$ cat src/sv/msrc_pkg.sv
// ----------------------------------------------------------------------------
// msrc_pkg
// shared widths, command codes, pin patterns and config types
// ----------------------------------------------------------------------------
package msrc_pkg;

	localparam int SPEED_WIDTH_DEF = 16;
	localparam int CMD_W           = 8;
	localparam int CFG_W           = 16;
	localparam int CFG_IDX_W       = 3;
	localparam int DUTY_W          = 16;
	localparam int PINS_W          = 4;

	localparam logic [CMD_W-1:0] CMD_FWD     = 8'h75;
	localparam logic [CMD_W-1:0] CMD_REV     = 8'h64;
	localparam logic [CMD_W-1:0] CMD_STOP    = 8'h73;
	localparam logic [CMD_W-1:0] CMD_NEUTRAL = 8'h6e;
	localparam logic [CMD_W-1:0] CMD_LEFT    = 8'h6c;
	localparam logic [CMD_W-1:0] CMD_RIGHT   = 8'h72;

	localparam logic [PINS_W-1:0] PINS_OFF   = 4'h0;
	localparam logic [PINS_W-1:0] PINS_FWD   = 4'h5;
	localparam logic [PINS_W-1:0] PINS_REV   = 4'ha;
	localparam logic [PINS_W-1:0] PINS_RIGHT = 4'h6;
	localparam logic [PINS_W-1:0] PINS_LEFT  = 4'h9;

	localparam logic [CFG_W-1:0] MAX_SPEED_RST   = 16'd20000;
	localparam logic [CFG_W-1:0] MIN_SPEED_RST   = 16'd1000;
	localparam logic [CFG_W-1:0] ACCEL_STEP_RST  = 16'd10;
	localparam logic [CFG_W-1:0] COAST_STEP_RST  = 16'd5;
	localparam logic [CFG_W-1:0] BRAKE_STEP_RST  = 16'd30;
	localparam logic [CFG_W-1:0] RIGHT_TURN_RST  = 16'd15000;
	localparam logic [CFG_W-1:0] LEFT_TURN_RST   = 16'd10000;

	typedef enum logic [CFG_IDX_W-1:0] {
		REG_MAX_SPEED,
		REG_MIN_SPEED,
		REG_ACCEL_STEP,
		REG_COAST_STEP,
		REG_BRAKE_STEP,
		REG_RIGHT_TURN_SPEED,
		REG_LEFT_TURN_SPEED
	} cfg_idx_t;

	typedef struct packed {
		logic [CFG_W-1:0] max_speed;
		logic [CFG_W-1:0] min_speed;
		logic [CFG_W-1:0] accel_step;
		logic [CFG_W-1:0] coast_step;
		logic [CFG_W-1:0] brake_step;
		logic [CFG_W-1:0] right_turn_speed;
		logic [CFG_W-1:0] left_turn_speed;
	} cfg_t;

endpackage

$ cat src/sv/msrc_cmd_if.sv
// ----------------------------------------------------------------------------
// msrc_cmd_if
// command byte channel, valid/ready handshake
// ----------------------------------------------------------------------------
interface msrc_cmd_if;
	logic                       valid;
	logic                       ready;
	logic [msrc_pkg::CMD_W-1:0] command_byte;

	modport source (output valid, output command_byte, input ready);
	modport sink (input valid, input command_byte, output ready);
endinterface

$ cat src/sv/msrc_res_if.sv
// ----------------------------------------------------------------------------
// msrc_res_if
// result channel: duty, motor pins and direction, valid/ready handshake
// ----------------------------------------------------------------------------
interface msrc_res_if;
	logic                        valid;
	logic                        ready;
	logic [msrc_pkg::DUTY_W-1:0] duty;
	logic [msrc_pkg::PINS_W-1:0] motor_pins;
	logic                        moving_reverse;

	modport source (output valid, output duty, output motor_pins, output moving_reverse,
		input ready);
	modport sink (input valid, input duty, input motor_pins, input moving_reverse,
		output ready);
endinterface

$ cat src/sv/motor_speed_ramp_controller.sv
// ----------------------------------------------------------------------------
// motor_speed_ramp_controller
// command byte driven speed ramp, brake and turn control for an H-bridge pair
// input register at the command transfer, result register when the result slot
//   is free or drained; throughput one command per cycle while res.ready is
//   high, with the combinational state update between the two registers
// unrecognized bytes are dropped without a result
// arst_n clears speed, direction, turning and pins and loads register defaults
// ----------------------------------------------------------------------------
module motor_speed_ramp_controller #(
	parameter int SPEED_WIDTH = msrc_pkg::SPEED_WIDTH_DEF
) (
	input  logic                           clk,
	input  logic                           arst_n,
	msrc_cmd_if.sink                       cmd,
	msrc_res_if.source                     res,
	input  logic                           cfg_we,
	input  logic [msrc_pkg::CFG_IDX_W-1:0] cfg_index,
	input  logic [msrc_pkg::CFG_W-1:0]     cfg_wdata
);
	import msrc_pkg::*;

	localparam int XW = ((SPEED_WIDTH > DUTY_W) ? SPEED_WIDTH : DUTY_W) + 1;

	cfg_t cfg;

	logic             valid_s1;
	logic [CMD_W-1:0] cmd_s1;
	logic             adv_s1;

	logic [SPEED_WIDTH-1:0] speed_q;
	logic                   dir_q;
	logic                   turning_q;
	logic [PINS_W-1:0]      pins_q;

	logic                   known;
	logic [SPEED_WIDTH-1:0] speed_nxt;
	logic                   dir_nxt;
	logic                   turning_nxt;
	logic [PINS_W-1:0]      pins_nxt;
	logic [XW-1:0]          speed_x;

	logic              res_valid_q;
	logic [DUTY_W-1:0] duty_q;
	logic [PINS_W-1:0] res_pins_q;
	logic              res_rev_q;

	msrc_cfg_regs u_cfg (
		.clk       (clk),
		.arst_n    (arst_n),
		.cfg_we    (cfg_we),
		.cfg_index (cfg_index),
		.cfg_wdata (cfg_wdata),
		.cfg       (cfg)
	);

	msrc_update #(.SPEED_WIDTH(SPEED_WIDTH)) u_update (
		.cmd         (cmd_s1),
		.cfg         (cfg),
		.speed       (speed_q),
		.dir         (dir_q),
		.turning     (turning_q),
		.pins        (pins_q),
		.known       (known),
		.speed_nxt   (speed_nxt),
		.dir_nxt     (dir_nxt),
		.turning_nxt (turning_nxt),
		.pins_nxt    (pins_nxt)
	);

	assign adv_s1    = valid_s1 && (!res_valid_q || res.ready);
	assign cmd.ready = !valid_s1 || adv_s1;

	// input register
	always_ff @(posedge clk or negedge arst_n) begin
		if (!arst_n) begin
			valid_s1 <= 1'b0;
		end else if (cmd.ready) begin
			valid_s1 <= cmd.valid;
		end
	end

	always_ff @(posedge clk) begin
		if (cmd.ready && cmd.valid) begin
			cmd_s1 <= cmd.command_byte;
		end
	end

	// drive state
	always_ff @(posedge clk or negedge arst_n) begin
		if (!arst_n) begin
			speed_q   <= '0;
			dir_q     <= 1'b0;
			turning_q <= 1'b0;
			pins_q    <= PINS_OFF;
		end else if (adv_s1) begin
			speed_q   <= speed_nxt;
			dir_q     <= dir_nxt;
			turning_q <= turning_nxt;
			pins_q    <= pins_nxt;
		end
	end

	// result register
	assign speed_x = XW'(speed_nxt);

	always_ff @(posedge clk or negedge arst_n) begin
		if (!arst_n) begin
			res_valid_q <= 1'b0;
		end else if (adv_s1) begin
			res_valid_q <= known;
		end else if (res.ready) begin
			res_valid_q <= 1'b0;
		end
	end

	always_ff @(posedge clk) begin
		if (adv_s1 && known) begin
			duty_q     <= (speed_x > XW'({DUTY_W{1'b1}})) ? {DUTY_W{1'b1}} : speed_x[DUTY_W-1:0];
			res_pins_q <= pins_nxt;
			res_rev_q  <= dir_nxt;
		end
	end

	assign res.valid          = res_valid_q;
	assign res.duty           = duty_q;
	assign res.motor_pins     = res_pins_q;
	assign res.moving_reverse = res_rev_q;

`ifndef SYNTH
	a_pins_legal: assert property (@(posedge clk) disable iff (!arst_n)
		pins_q == PINS_OFF || pins_q == PINS_FWD || pins_q == PINS_REV ||
		pins_q == PINS_RIGHT || pins_q == PINS_LEFT)
		else $error("pin pattern outside known set");

	a_turn_pins: assert property (@(posedge clk) disable iff (!arst_n)
		turning_q |-> pins_q != PINS_OFF)
		else $error("turning with pins never written");

	a_state_hold: assert property (@(posedge clk) disable iff (!arst_n)
		!adv_s1 |=> $stable(speed_q) && $stable(dir_q) && $stable(turning_q))
		else $error("drive state changed without a command");

	a_res_drain: assert property (@(posedge clk) disable iff (!arst_n)
		res_valid_q && res.ready && !adv_s1 |=> !res_valid_q)
		else $error("result repeated after transfer");
`endif
endmodule

$ cat src/sv/msrc_cfg_regs.sv
// ----------------------------------------------------------------------------
// msrc_cfg_regs
// configuration register file with plain write port
// ----------------------------------------------------------------------------
module msrc_cfg_regs (
	input  logic                           clk,
	input  logic                           arst_n,
	input  logic                           cfg_we,
	input  logic [msrc_pkg::CFG_IDX_W-1:0] cfg_index,
	input  logic [msrc_pkg::CFG_W-1:0]     cfg_wdata,
	output msrc_pkg::cfg_t                 cfg
);
	import msrc_pkg::*;

	cfg_t cfg_q;

	always_ff @(posedge clk or negedge arst_n) begin
		if (!arst_n) begin
			cfg_q.max_speed        <= MAX_SPEED_RST;
			cfg_q.min_speed        <= MIN_SPEED_RST;
			cfg_q.accel_step       <= ACCEL_STEP_RST;
			cfg_q.coast_step       <= COAST_STEP_RST;
			cfg_q.brake_step       <= BRAKE_STEP_RST;
			cfg_q.right_turn_speed <= RIGHT_TURN_RST;
			cfg_q.left_turn_speed  <= LEFT_TURN_RST;
		end else if (cfg_we) begin
			unique case (cfg_index)
				REG_MAX_SPEED:        cfg_q.max_speed        <= cfg_wdata;
				REG_MIN_SPEED:        cfg_q.min_speed        <= cfg_wdata;
				REG_ACCEL_STEP:       cfg_q.accel_step       <= cfg_wdata;
				REG_COAST_STEP:       cfg_q.coast_step       <= cfg_wdata;
				REG_BRAKE_STEP:       cfg_q.brake_step       <= cfg_wdata;
				REG_RIGHT_TURN_SPEED: cfg_q.right_turn_speed <= cfg_wdata;
				REG_LEFT_TURN_SPEED:  cfg_q.left_turn_speed  <= cfg_wdata;
				default: ;
			endcase
		end
	end

	assign cfg = cfg_q;
endmodule

$ cat src/sv/msrc_update.sv
// ----------------------------------------------------------------------------
// msrc_update
// next drive state for one command: ramp, brake, flip, stop, coast, turn
// ----------------------------------------------------------------------------
module msrc_update #(
	parameter int SPEED_WIDTH = msrc_pkg::SPEED_WIDTH_DEF
) (
	input  logic [msrc_pkg::CMD_W-1:0]  cmd,
	input  msrc_pkg::cfg_t              cfg,
	input  logic [SPEED_WIDTH-1:0]      speed,
	input  logic                        dir,
	input  logic                        turning,
	input  logic [msrc_pkg::PINS_W-1:0] pins,
	output logic                        known,
	output logic [SPEED_WIDTH-1:0]      speed_nxt,
	output logic                        dir_nxt,
	output logic                        turning_nxt,
	output logic [msrc_pkg::PINS_W-1:0] pins_nxt
);
	import msrc_pkg::*;

	localparam int CW = ((SPEED_WIDTH > CFG_W) ? SPEED_WIDTH : CFG_W) + 1;
	localparam logic [CW-1:0] CAP = CW'((64'd1 << SPEED_WIDTH) - 64'd1);

	function automatic logic [CW-1:0] clamp(input logic [CFG_W-1:0] v);
		logic [CW-1:0] e;
		e = CW'(v);
		return (e > CAP) ? CAP : e;
	endfunction

	function automatic logic [CW-1:0] sub_sat(input logic [CW-1:0] a, input logic [CW-1:0] b);
		return (a > b) ? (a - b) : '0;
	endfunction

	logic [CW-1:0] spd;
	logic [CW-1:0] min_e;
	logic [CW-1:0] top;
	logic [CW-1:0] ramp;
	logic [CW-1:0] s_nxt;
	logic          want_rev;

	assign spd      = CW'(speed);
	assign min_e    = CW'(cfg.min_speed);
	assign top      = clamp(cfg.max_speed);
	assign ramp     = spd + CW'(cfg.accel_step);
	assign want_rev = (cmd == CMD_REV);

	always_comb begin
		known       = 1'b1;
		s_nxt       = spd;
		dir_nxt     = dir;
		turning_nxt = turning;
		pins_nxt    = pins;
		case (cmd)
			CMD_FWD, CMD_REV: begin
				if (dir == want_rev) begin
					if (spd >= top || ramp > top) begin
						s_nxt = top;
					end else begin
						s_nxt = ramp;
					end
				end else if (spd > min_e) begin
					s_nxt = sub_sat(spd, CW'(cfg.brake_step));
				end else begin
					dir_nxt  = want_rev;
					pins_nxt = want_rev ? PINS_REV : PINS_FWD;
				end
			end
			CMD_STOP: s_nxt = '0;
			CMD_NEUTRAL: begin
				s_nxt    = (spd > min_e) ? sub_sat(spd, CW'(cfg.coast_step)) : '0;
				pins_nxt = dir ? PINS_REV : PINS_FWD;
				if (turning) begin
					s_nxt       = '0;
					turning_nxt = 1'b0;
				end
			end
			CMD_RIGHT: begin
				pins_nxt = PINS_RIGHT;
				if (spd < min_e) begin
					turning_nxt = 1'b1;
					s_nxt       = clamp(cfg.right_turn_speed);
				end
			end
			CMD_LEFT: begin
				pins_nxt = PINS_LEFT;
				if (spd < min_e) begin
					turning_nxt = 1'b1;
					s_nxt       = clamp(cfg.left_turn_speed);
				end
			end
			default: known = 1'b0;
		endcase
	end

	assign speed_nxt = s_nxt[SPEED_WIDTH-1:0];
endmodule

$ cat src/flat_wrapper.sv
// flat-port wrapper written by rule: the top's interface ports become plain ports
module motor_speed_ramp_controller_flat import msrc_pkg::*;
#(
	parameter int SPEED_WIDTH = msrc_pkg::SPEED_WIDTH_DEF
)
  (clk, arst_n, cfg_we, cfg_index, cfg_wdata, cmd_valid, cmd_command_byte, cmd_ready, res_valid, res_duty, res_motor_pins, res_moving_reverse, res_ready);
  msrc_cmd_if cmd_i ();
  msrc_res_if res_i ();
  input  logic clk;
  input  logic arst_n;
  input  logic cfg_we;
  input  logic [msrc_pkg::CFG_IDX_W-1:0] cfg_index;
  input  logic [msrc_pkg::CFG_W-1:0] cfg_wdata;
  input wire logic [$bits(cmd_i.valid)-1:0] cmd_valid;
  input wire logic [$bits(cmd_i.command_byte)-1:0] cmd_command_byte;
  output wire logic [$bits(cmd_i.ready)-1:0] cmd_ready;
  output wire logic [$bits(res_i.valid)-1:0] res_valid;
  output wire logic [$bits(res_i.duty)-1:0] res_duty;
  output wire logic [$bits(res_i.motor_pins)-1:0] res_motor_pins;
  output wire logic [$bits(res_i.moving_reverse)-1:0] res_moving_reverse;
  input wire logic [$bits(res_i.ready)-1:0] res_ready;
  assign cmd_i.valid = cmd_valid;
  assign cmd_i.command_byte = cmd_command_byte;
  assign cmd_ready = cmd_i.ready;
  assign res_valid = res_i.valid;
  assign res_duty = res_i.duty;
  assign res_motor_pins = res_i.motor_pins;
  assign res_moving_reverse = res_i.moving_reverse;
  assign res_i.ready = res_ready;
  motor_speed_ramp_controller #(.SPEED_WIDTH(SPEED_WIDTH)) u_core (.clk(clk), .arst_n(arst_n), .cmd(cmd_i), .res(res_i), .cfg_we(cfg_we), .cfg_index(cfg_index), .cfg_wdata(cfg_wdata));
endmodule
$ cat config.mk
export PLATFORM = sky130hd
export DESIGN_NAME = motor_speed_ramp_controller_flat
export DESIGN_NICKNAME = d
export VERILOG_FILES = /design/src/sv/msrc_pkg.sv /design/src/sv/msrc_cmd_if.sv /design/src/sv/msrc_res_if.sv /design/src/sv/motor_speed_ramp_controller.sv /design/src/sv/msrc_cfg_regs.sv /design/src/sv/msrc_update.sv /design/src/flat_wrapper.sv
export SDC_FILE = /design/constraint.sdc
export NUM_CORES = 1
export LEC_CHECK = 0
export ABC_AREA = 1
export BUFFER_PORTS_ARGS = -buffer_cell sky130_fd_sc_hd__clkbuf_2
export CAP_MARGIN = 40
export CELL_PAD_IN_SITES_DETAIL_PLACEMENT = 1
export CELL_PAD_IN_SITES_GLOBAL_PLACEMENT = 2
export CORE_MARGIN = 3
export CORE_UTILIZATION = 35
export DETAILED_ROUTE_END_ITERATION = 10
export MAX_ROUTING_LAYER = met4
export PLACE_DENSITY_LB_ADDON = 0.1
export SKIP_LAST_GASP = 1
export SYNTH_ARGS = -nofsm -noshare
export SYNTH_HDL_FRONTEND = slang
export SYNTH_SLANG_ARGS = --single-unit
$ cat constraint.sdc
create_clock -name clk -period 3.8 [get_ports clk]
set_input_delay 0.95 -clock clk [delete_from_list [all_inputs] [get_ports clk]]
set_output_delay 0.95 -clock clk [all_outputs]
set_load 0.01 [all_outputs]
==> metrics.txt, run 1 <==
run status=complete, no violations; GP Congestion=0.869; IO Port Bufs=54; Post-DRT Antenna Nets=0; worst hold-check path type=in2async; Post-synth EDFFs=29; Cell Rows=64; post-route setup slack=0.210 ns; Max transition margin=43.4%; final worst path period share=94.5%; Placement Setup Slack=-0.168 ns; pin count of the biggest net entering global routing=51; most frequent cells in the layout=nand2_1 (435), inv_1 (183), o21ai_0 (155); worst vdd ir=0.000354 V; CP arrival=3.89 ns; Die ar.=34300 sq um; Max clock buf depth=2; Startpoint Class=register; Seq/Total Area, Yosys=38.4%; main flop type after synthesis=dfrtp_1; Pwr Density=745 nW/um^2; area of the core=31100 sq um; global route total overflow=0; Critical Path RT=4.10 ns; wirelength, routed=45700 microns; first-pass GRT wire length=68400 microns; Die W=185 microns; Least-Margin Pin Slew=0.848 ns; Initial DRC Count=765; root buffer cell=clkbuf_16; latest clock arrival within the worst-skew pair=0.46 ns; Power Total=0.00989 W; post-DP HPWL=34800 microns; async set or reset register ratio after synthesis=82.4%; antenna violations before repair=0; share of cells above drive strength 1=15.7%; CTS sink count=165; CTS buffer count=17; skew final=0.0155 ns; reg-to-reg endpoint=u_core.res.duty[8]; cts hold-fix bufs=0; fill count=3913; Max-cap violations=0; worst reg2reg startpoint=u_core.speed_q[5]; crit path max fanout=8; Synth cell types=48; Slew Viols, Final=0; commonest non-fill, non-tap cell in the layout=nand2_1; Vias=10700; cell count of the worst reg-to-reg path=20; TNS Setup=0 ns; P&R area growth vs syn=18.3%; post-synthesis register bit count=165; DRT Pass-1 Iters=5; DR vias/cell=5.28; vias in the first global route=10700; Max Fclk=279 MHz; Ant. Diodes=0; die height=185 microns; Setup Crit Path Kind=reg2reg; CP endpoint kind=register; syn_area_per_cell=7.43 sq um; Initial Util=36.1%; htree depth=4; reg2reg setup slack=0.21 ns; Top Ports=55; Synthesized Nets=1641; Cells after Synth=1510; Final #Nets=1744; Final min period=3.59 ns; synth warn=0; WL/cell=22.6 microns; drt drc=0; synthesized cell area=11200 sq um; Final Hold Vio Count=0; total track usage=28.1%; P_leak=6.38 nW; CTS tree=built; worst hold margin=0.377 ns; Final Setup Violations=0; Worst-path clk slew=0.08 ns
==> synth_stat cells (all sizes together) (2+ instances only) <==
library cell	instances	area (sq um)
xnor2	12	105
nor2	101	404
edfxtp	29	871
or2	3	18.8
nand3	100	500
dfstp	31	815
buf	8	53.8
a21oi	91	474
fa	3	60.1
xor2	23	201
clkbuf	34	128
nand2	448	1690
a211oi	5	42.5
nor4	3	18.8
ha	96	1200
o21ai	158	806
a22oi	16	120
a21o	3	22.5
nor3	13	81.3
nand4	14	87.6
dfrtp	105	2630
o211ai	6	45.0
inv	189	712
o21bai	7	52.6
a31oi	3	18.8
o21a	2	15.0
==> per-layer routing <==
metal	track usage [%]	wire [microns]	vias up	share of wire, %
li1	-	-	5168	-
met1	37.4	21100	5241	46
met2	45.2	21500	221	47
met3	3.32	1750	49	3.8
met4	8.13	1340	0	2.9
met5	-	0	-	0
==> through the flow <==
stage / util [%] / area, sq um / instances
2_1_floorplan: - / 11200 / 1510
4_1_cts: 41.7 / 13000 / 2012
3_3_place_gp: 39.5 / 12300 / 1975
5_1_grt: 42.7 / 13300 / 2022
3_5_place_dp: 39.8 / 12400 / 1980
6_report: 42.7 / 13300 / 2022
==> power by group <==
part           internal (W)  switching, W  leakage, nW
Clock              0.000939      0.000862        0.282
Combinational       0.00213       0.00347         4.21
Sequential          0.00217      0.000316         1.89
Total               0.00524       0.00465         6.38
==> sequential cells by signal, indices dropped and copies added (netlist names) <==
register,count
u_core.cmd_s1,8
u_core.dir_q,1
u_core.pins_q,4
u_core.res.duty,16
u_core.res.motor_pins,4
u_core.res.moving_reverse,1
u_core.res.valid,1
u_core.speed_q,16
u_core.turning_q,1
u_core.u_cfg.cfg,112
u_core.valid_s1,1
==> repair_timing <==
action                                 4_1_cts  5_1_grt
setup endpoints to repair                   32       32
endpoints found under the hold margin        0        0
gates cloned                                 0        2
gates resized for setup                      5       43
pin swaps                                    0       18
buffers inserted                             0        8
==> critical path, cell delays in order, from the launching register on <==
cell       delay, ns
dfrtp_1         0.48
ha_1            0.39
nand2_1         0.08
nand2_1         0.09
a21oi_2         0.18
nand2_4         0.09
a21oi_2         0.17
buf_4           0.14
xnor2_2         0.14
ha_4            0.26
buf_6           0.11
a211oi_2        0.22
nor2_1          0.06
nor2_1          0.11
nand3_1         0.12
nand2_4         0.20
clkbuf_16       0.20
nand3_1         0.07
nand3_1         0.10
nand2_1         0.08
a22oi_1         0.15
==> logic make-up after synthesis <==
group	synth area share (%)
compound gates	14.4
buf+inv	7.99
flops	38.4
xor+xnor	2.73
simple gates	25.2
fa+ha+maj	11.2
==> worst max path at each step <==
| stage | startpoint | endpoint | slack [ns] |
|---|---|---|---|
| after floorplan | u_core.speed_q[1] | u_core.res.duty[0] | 0.37 |
| after global placement | u_core.speed_q[0] | u_core.res.duty[3] | -0.11 |
| after detailed placement | u_core.speed_q[0] | u_core.res.duty[3] | -0.17 |
| after CTS | u_core.speed_q[0] | u_core.res.duty[12] | 0.01 |
| after global routing | u_core.u_cfg.cfg[64] | u_core.speed_q[0] | -0.03 |
| final | u_core.speed_q[5] | u_core.res.duty[8] | 0.21 |
==> area by class of cell <==
class                   count  area [sq um]  area share, %
clock buffers              18           439           3.31
clock inverters            14           139           1.05
inverters                 190           716           5.39
multi-input cells        1114          6250           47.1
flip-flops and latches    165          4310           32.5
well taps                 396           495           3.73
repair buffers            125           918           6.92
No activity file was read; power rests on OpenSTA's default activity.
==> run 2: changes to the inputs <==
--- a/config.mk
+++ b/config.mk
@@ -8,13 +8,10 @@
 export ABC_AREA = 1
 export BUFFER_PORTS_ARGS = -buffer_cell sky130_fd_sc_hd__clkbuf_2
 export CAP_MARGIN = 40
-export CELL_PAD_IN_SITES_DETAIL_PLACEMENT = 1
-export CELL_PAD_IN_SITES_GLOBAL_PLACEMENT = 2
 export CORE_MARGIN = 3
 export CORE_UTILIZATION = 35
 export DETAILED_ROUTE_END_ITERATION = 10
 export MAX_ROUTING_LAYER = met4
-export PLACE_DENSITY_LB_ADDON = 0.1
 export SKIP_LAST_GASP = 1
 export SYNTH_ARGS = -nofsm -noshare
 export SYNTH_HDL_FRONTEND = slang
==> constraint.sdc (replaced) <==
create_clock -name clk -period 3.8 [get_ports clk]
set_input_delay 0.95 -clock clk [delete_from_list [all_inputs] [get_ports clk]]
set_output_delay 0.95 -clock clk [all_outputs]
set_load 0.005 [all_outputs]
==> run 2 against run 1 <==
Against the previous run:
- cell count decreased by 0.49%
- die area unchanged
- flip-flop and latch count unchanged
- clock skew decreased by 0.0013 ns
- highest routed layer unchanged
- design area decreased by 2.0%
- worst setup slack got worse by 0.033 ns
- sequential share of layout area increased by 0.65 points
- largest cell class unchanged
- total power decreased by 9.6%
- critical endpoint is now u_core.res.duty[2]
==> metrics.txt, run 2 (synthesized netlist as in run 1, its figures left out) <==
post-DP HPWL=29300 microns (was 34800 microns); Max Fclk=276 MHz (was 279 MHz); final worst path period share=95.4% (was 94.5%); Startpoint Class=register (unchanged); Least-Margin Pin Slew=0.706 ns (was 0.848 ns); CP peak stage delay=0.39 ns (was 0.48 ns); met1 GRT Util=33.2% (was 37.4%); latest clock arrival within the worst-skew pair=0.43 ns (was 0.46 ns); vias in the first global route=10100 (was 10700); DRT Pass-1 Iters=6 (was 5); area of the core=31100 sq um (unchanged); wirelength, routed=37900 microns (was 45700 microns); CP Cell Sequence=ha_1 -> fa_1 -> nand3_1 -> nand2_1 -> buf_4 -> a31oi_1 -> xnor2_1 -> ha_1 -> inv_1 -> nor3_2 -> nor3b_4 -> nand4_1 -> nand3_1 -> nand2_4 -> buf_12 -> nand3_1 -> nand3_1 -> nand2_1 -> a22oi_1 (was ha_1 -> nand2_1 -> nand2_1 -> a21oi_2 -> nand2_4 -> a21oi_2 -> buf_4 -> xnor2_2 -> ha_4 -> buf_6 -> a211oi_2 -> nor2_1 -> nor2_1 -> nand3_1 -> nand2_4 -> clkbuf_16 -> nand3_1 -> nand3_1 -> nand2_1 -> a22oi_1); Largest register FFs=112 (unchanged); sink of the worst hold path=u_core.u_cfg.cfg[14]; fill count=3253 (was 3913); Max transition margin=52.9% (was 43.4%); worst reg2reg startpoint=u_core.speed_q[0] (was u_core.speed_q[5]); Final Setup Violations=0 (unchanged); pin count of the biggest net entering global routing=69 (was 51); CP arrival=3.79 ns (was 3.89 ns); root buffer cell=clkbuf_16 (unchanged); reg-to-reg endpoint=u_core.res.duty[2] (was u_core.res.duty[8]); run status=complete, no violations (unchanged); Cell Rows=64 (unchanged); Post-DRT Antenna Nets=0 (unchanged); IO Port Bufs=54 (unchanged); Top Ports=55 (unchanged); reg2reg setup slack=0.18 ns (was 0.21 ns); Final min period=3.62 ns (was 3.59 ns); post-layout util=41.9% (was 42.7%); antenna violations before repair=0 (unchanged); total track usage=23.3% (was 28.1%); CTS tree=built (unchanged); worst hold-check path type=reg2reg (was in2async); Initial Util=36.1% (unchanged); met3 Use GR=3.57% (was 3.32%); Pwr Density=687 nW/um^2 (was 745 nW/um^2); drt drc=0 (unchanged); Critical Path RT=3.97 ns (was 4.10 ns); Critical Path Most Common Cell=nand3_1; htree depth=4 (unchanged); commonest non-fill, non-tap cell in the layout=nand2_1 (unchanged); Setup Crit Path Kind=reg2reg (unchanged); Vias=10600 (was 10700); GP Congestion=0.950 (was 0.869); Die W=185 microns (unchanged); Max clock buf depth=2 (unchanged); P&R area growth vs syn=15.9% (was 18.3%); Die ar.=34300 sq um (unchanged); die height=185 microns (unchanged); Worst-path clk slew=0.07 ns (was 0.08 ns); Crit-path slowest cell=dfrtp_1 (unchanged); P_leak=6.31 nW (was 6.38 nW); Max-cap violations=0 (unchanged); Final #Nets=1734 (was 1744); Hold Path Cell Cnt=2; grt peak-use layer=met2 (unchanged); share of cells above drive strength 1=13.5% (was 15.7%); worst hold margin=0.486 ns (was 0.377 ns); cell count of the worst reg-to-reg path=19 (was 20); Slew Viols, Final=0 (unchanged); Power Total=0.00894 W (was 0.00989 W); CTS sink count=165 (unchanged); cts hold-fix bufs=0 (unchanged); met2 Use GR=33.9% (was 45.2%); DR vias/cell=5.25 (was 5.28); crit path max fanout=12 (was 8); CP endpoint kind=register (unchanged); most frequent cells in the layout=nand2_1 (441), inv_1 (183), o21ai_0 (156) (was nand2_1 (435), inv_1 (183), o21ai_0 (155)); WL/cell=18.8 microns (was 22.6 microns); Final Hold Vio Count=0 (unchanged); first-pass GRT wire length=58800 microns (was 68400 microns); min-delay src=u_core.u_cfg.cfg[14]; global route total overflow=0 (unchanged); CTS buffer count=17 (unchanged); Initial DRC Count=918 (was 765); Ant. Diodes=0 (unchanged); worst vdd ir=0.000276 V (was 0.000354 V); skew final=0.0142 ns (was 0.0155 ns)
==> run 2: worst max-delay path, delay by kind of cell (launching register included) <==
family / cells / cell delay [ns]
and+or+nand+nor: 10 / 1.32
adders and majority gates: 3 / 0.94
DFF: 1 / 0.39
buffers and inverters: 3 / 0.36
AOI/OAI and AO/OA: 2 / 0.23
xor gates and xnor gates: 1 / 0.12
==> run 2: how the worst max path moves through the flow <==
| stage | from | end | slack [ns] | cells past startpoint |
|---|---|---|---|---|
| 2_1_floorplan | u_core.speed_q[1] | u_core.res.duty[0] | 0.37 | 19 |
| 3_3_place_gp | u_core.speed_q[2] | u_core.res.duty[4] | -0.02 | 18 |
| 3_5_place_dp | u_core.speed_q[2] | u_core.res.duty[6] | -0.05 | 18 |
| 4_1_cts | u_core.speed_q[2] | u_core.res.duty[6] | 0.03 | 18 |
| 5_1_grt | u_core.speed_q[6] | u_core.res.duty[10] | -0.02 | 19 |
| 6_report | u_core.speed_q[0] | u_core.res.duty[2] | 0.18 | 19 |
==> run 2: stage by stage <==
stage	setup WS (ns)	instance area (sq um)	cells	TNS, ns
6_report	0.177	13000	2012	0
5_1_grt	-0.0194	13000	2012	-0.0468
4_1_cts	0.0335	12900	2011	0
3_5_place_dp	-0.0522	12300	1979	-0.0831
3_3_place_gp	-0.0205	12200	1972	-0.0275
2_1_floorplan	0.370	11200	1510	0
==> run 2: layer usage <==
layer  up-vias  part of all wire (%)
li1       5148                     -
met1      4977                    47
met2       376                    43
met3        60                   6.9
met4         0                   3.2
met5         -                     0
==> run 2: timing repair <==
action	CTS	global route
setup endpoints to repair	16	32
pin swaps	0	7
endpoints found under the hold margin	0	0
setup buffers	0	1
resized for setup	1	22
==> run 2: layout make-up <==
type	count	area, sq um	share of cell area, %
clock inverter	13	97.6	0.750
sequential	165	4310	33.2
timing repair buffer	116	832	6.40
inverter	190	716	5.50
clock buffer	19	433	3.33
multi-input combinational	1113	6120	47.1
tap	396	495	3.81
==> run 2: power breakdown <==
part | internal [W] | total [W] | switching, W | leakage (nW)
Clock | 0.000846 | 0.00162 | 0.000774 | 0.251
Sequential | 0.00217 | 0.00246 | 0.000288 | 1.89
Combinational | 0.00183 | 0.00486 | 0.00303 | 4.17
==> run 3: changes to the inputs <==
--- a/config.mk
+++ b/config.mk
@@ -8,8 +8,9 @@
 export ABC_AREA = 1
 export BUFFER_PORTS_ARGS = -buffer_cell sky130_fd_sc_hd__clkbuf_2
 export CAP_MARGIN = 40
-export CORE_MARGIN = 3
+export CORE_MARGIN = 2
 export CORE_UTILIZATION = 35
+export CTS_BUF_LIST = sky130_fd_sc_hd__clkbuf_4 sky130_fd_sc_hd__clkbuf_8
 export DETAILED_ROUTE_END_ITERATION = 10
 export MAX_ROUTING_LAYER = met4
 export SKIP_LAST_GASP = 1
==> run 3 against run 2 <==
Against the previous run:
- sequential share of layout area grew 0.38 points
- global-route usage grew 0.25 points
- via count shrank 1.5%
- first-iteration DRC count grew 12%
- critical endpoint unchanged
- design area shrank 1.1%
- largest power group unchanged
- critical path depth grew 2
- cell count grew 0.20%
- wire length shrank 2.3%
- clock skew grew 0.0040 ns
- register-to-register slack gained 0.11 ns
- count of clock-buffer cells in the layout shrank 1
==> metrics.txt, run 3 (synthesized netlist as in run 1, its figures left out) <==
post-layout util=40.8% (was 41.9%); final worst path period share=92.5% (was 95.4%); cell count of the worst reg-to-reg path=21 (was 19); fill count=3304 (was 3253); Vias=10400 (was 10600); met2 wire length=16300 microns (was 16200 microns); met3 routed WL=2520 microns (was 2590 microns); Die W=183 microns (was 185 microns); highest metal used=met4 (unchanged); worst vdd ir=0.000310 V (was 0.000276 V); die height=183 microns (was 185 microns); Critical Path RT=4.11 ns (was 3.97 ns); vias in the first global route=10100 (about the same); Power Total=0.00852 W (was 0.00894 W); CP peak stage delay=0.40 ns (was 0.39 ns); P&R area growth vs syn=14.6% (was 15.9%); WL/cell=18.4 microns (was 18.8 microns); Startpoint Class=register (unchanged); Slew Viols, Final=0 (unchanged); crit path max fanout=16 (was 12); Max-cap violations=0 (unchanged); drt drc=0 (unchanged); share of cells above drive strength 1=13.8% (was 13.5%); IO Port Bufs=54 (unchanged); reg2reg setup slack=0.29 ns (was 0.18 ns); root buffer cell=clkbuf_8 (was clkbuf_16); Die ar.=33500 sq um (was 34300 sq um); DR vias/cell=5.16 (was 5.25); Setup Crit Path Kind=reg2reg (unchanged); crit path buf inv count=4 (was 3); CP Cell Sequence=ha_2 -> fa_2 -> nand3_1 -> nand2_1 -> buf_4 -> a31oi_1 -> xnor2_1 -> ha_1 -> inv_1 -> nor3_2 -> nor3b_2 -> buf_4 -> nand4_1 -> nand3_1 -> nand2_2 -> nand2_2 -> buf_12 -> nand2_1 -> nand3_1 -> nand2_1 -> a22oi_1 (was ha_1 -> fa_1 -> nand3_1 -> nand2_1 -> buf_4 -> a31oi_1 -> xnor2_1 -> ha_1 -> inv_1 -> nor3_2 -> nor3b_4 -> nand4_1 -> nand3_1 -> nand2_4 -> buf_12 -> nand3_1 -> nand3_1 -> nand2_1 -> a22oi_1); Top Ports=55 (unchanged); Post-DRT Antenna Nets=0 (unchanged); most frequent cells in the layout=nand2_1 (442), inv_1 (183), o21ai_0 (155) (was nand2_1 (441), inv_1 (183), o21ai_0 (156)); Ant. Diodes=0 (unchanged); Worst-path clk slew=0.11 ns (was 0.07 ns); first-pass GRT wire length=58100 microns (was 58800 microns); total track usage=23.5% (was 23.3%); WL met1=17300 microns (was 17800 microns); CP endpoint kind=register (unchanged); CTS tree=built (unchanged); Cell Rows=65 (was 64); wirelength, routed=37000 microns (was 37900 microns); Final Hold Vio Count=0 (unchanged); CTS sink count=165 (unchanged); CP top delay family=simple AND/OR/NAND/NOR gates (unchanged); Least-Margin Pin Slew=0.776 ns (was 0.706 ns); Initial DRC Count=1026 (was 918); antenna violations before repair=1 (was 0); commonest non-fill, non-tap cell in the layout=nand2_1 (unchanged); htree depth=4 (unchanged); area of the core=31600 sq um (was 31100 sq um); run status=complete, no violations (unchanged); pin count of the biggest net entering global routing=60 (was 69); Largest register FFs=112 (unchanged); Max transition margin=47.8% (was 52.9%); Final #Nets=1732 (was 1734); post-DP HPWL=28500 microns (was 29300 microns); Crit-path slowest cell=dfrtp_1 (unchanged); Final Setup Violations=0 (unchanged); Max clock buf depth=2 (unchanged); worst hold-check path type=in2async (was reg2reg); skew final=0.0182 ns (was 0.0142 ns); CTS buffer count=17 (unchanged); Final min period=3.51 ns (was 3.62 ns); Initial Util=35.6% (was 36.1%); worst reg2reg startpoint=u_core.speed_q[0] (unchanged); Max Fclk=285 MHz (was 276 MHz); reg-to-reg endpoint=u_core.res.duty[2] (unchanged); latest clock arrival within the worst-skew pair=0.48 ns (was 0.43 ns); GP Congestion=0.937 (was 0.950); DRT Pass-1 Iters=7 (was 6); global route total overflow=0 (unchanged); Pwr Density=662 nW/um^2 (was 687 nW/um^2); P_leak=6.23 nW (was 6.31 nW); CP arrival=3.82 ns (was 3.79 ns)
[run 3: changes by cell type in the layout (fill, tap and decap cells not counted), sizes merged]
cell / before / now
clkbuf: 72 / 71
bufinv: 0 / 1
buf: 63 / 61
clkinvlp: 4 / 3
clkinv: 3 / 5
inv: 196 / 195
[run 3: worst max-delay path by stage]
stage,start,slack [ns],depth (start not counted),end
final,u_core.speed_q[0],0.29,21,u_core.res.duty[2]
after global routing,u_core.speed_q[0],-0.004,21,u_core.res.duty[15]
after CTS,u_core.speed_q[2],0.05,19,u_core.res.duty[15]
after detailed placement,u_core.speed_q[2],0.07,19,u_core.res.duty[15]
after global placement,u_core.speed_q[2],0.06,19,u_core.res.duty[14]
after floorplan,u_core.speed_q[1],0.37,19,u_core.res.duty[0]
[run 3: routing by layer]
| layer | track usage (%) | vias up |
|---|---|---|
| li1 | - | 5137 |
| met1 | 32.5 | 4908 |
| met2 | 35.6 | 315 |
| met3 | 4.39 | 41 |
| met4 | 5.95 | 0 |
| met5 | - | - |
[run 3: layout make-up]
type / count / area [sq um] / area share, %
multi-input cells: 1113 / 6090 / 47.4
flip-flops and latches: 165 / 4310 / 33.5
repair buffers: 114 / 847 / 6.59
inverters: 190 / 716 / 5.56
well taps: 402 / 503 / 3.91
clock buffers: 18 / 248 / 1.93
clock inverters: 14 / 144 / 1.12
[run 3: where the power goes]
| group | total [W] | switching (W) | internal, W |
|---|---|---|---|
| Combinational | 0.00477 | 0.00296 | 0.00181 |
| Sequential | 0.00243 | 0.000264 | 0.00217 |
| Clock | 0.00132 | 0.000760 | 0.000556 |
[run 3: timing repair]
item	CTS	global route
hold buffers	0	0
setup buffers	0	2
endpoints found under the setup margin	0	32
endpoints found under the hold margin	0	0
resized for setup	0	19
[run 3: metrics by stage]
step	area (sq um)	TNS, ns	hold WS [ns]	cells	setup slack, ns
finish	12900	0	0.431	2016	0.287
global route	12900	-0.00381	0.450	2016	-0.00381
CTS	12800	0	0.440	2014	0.0480
detailed placement	12400	0	0.473	1982	0.0705
global placement	12300	0	0.467	1976	0.0637
floorplan	11200	0	0.453	1510	0.370
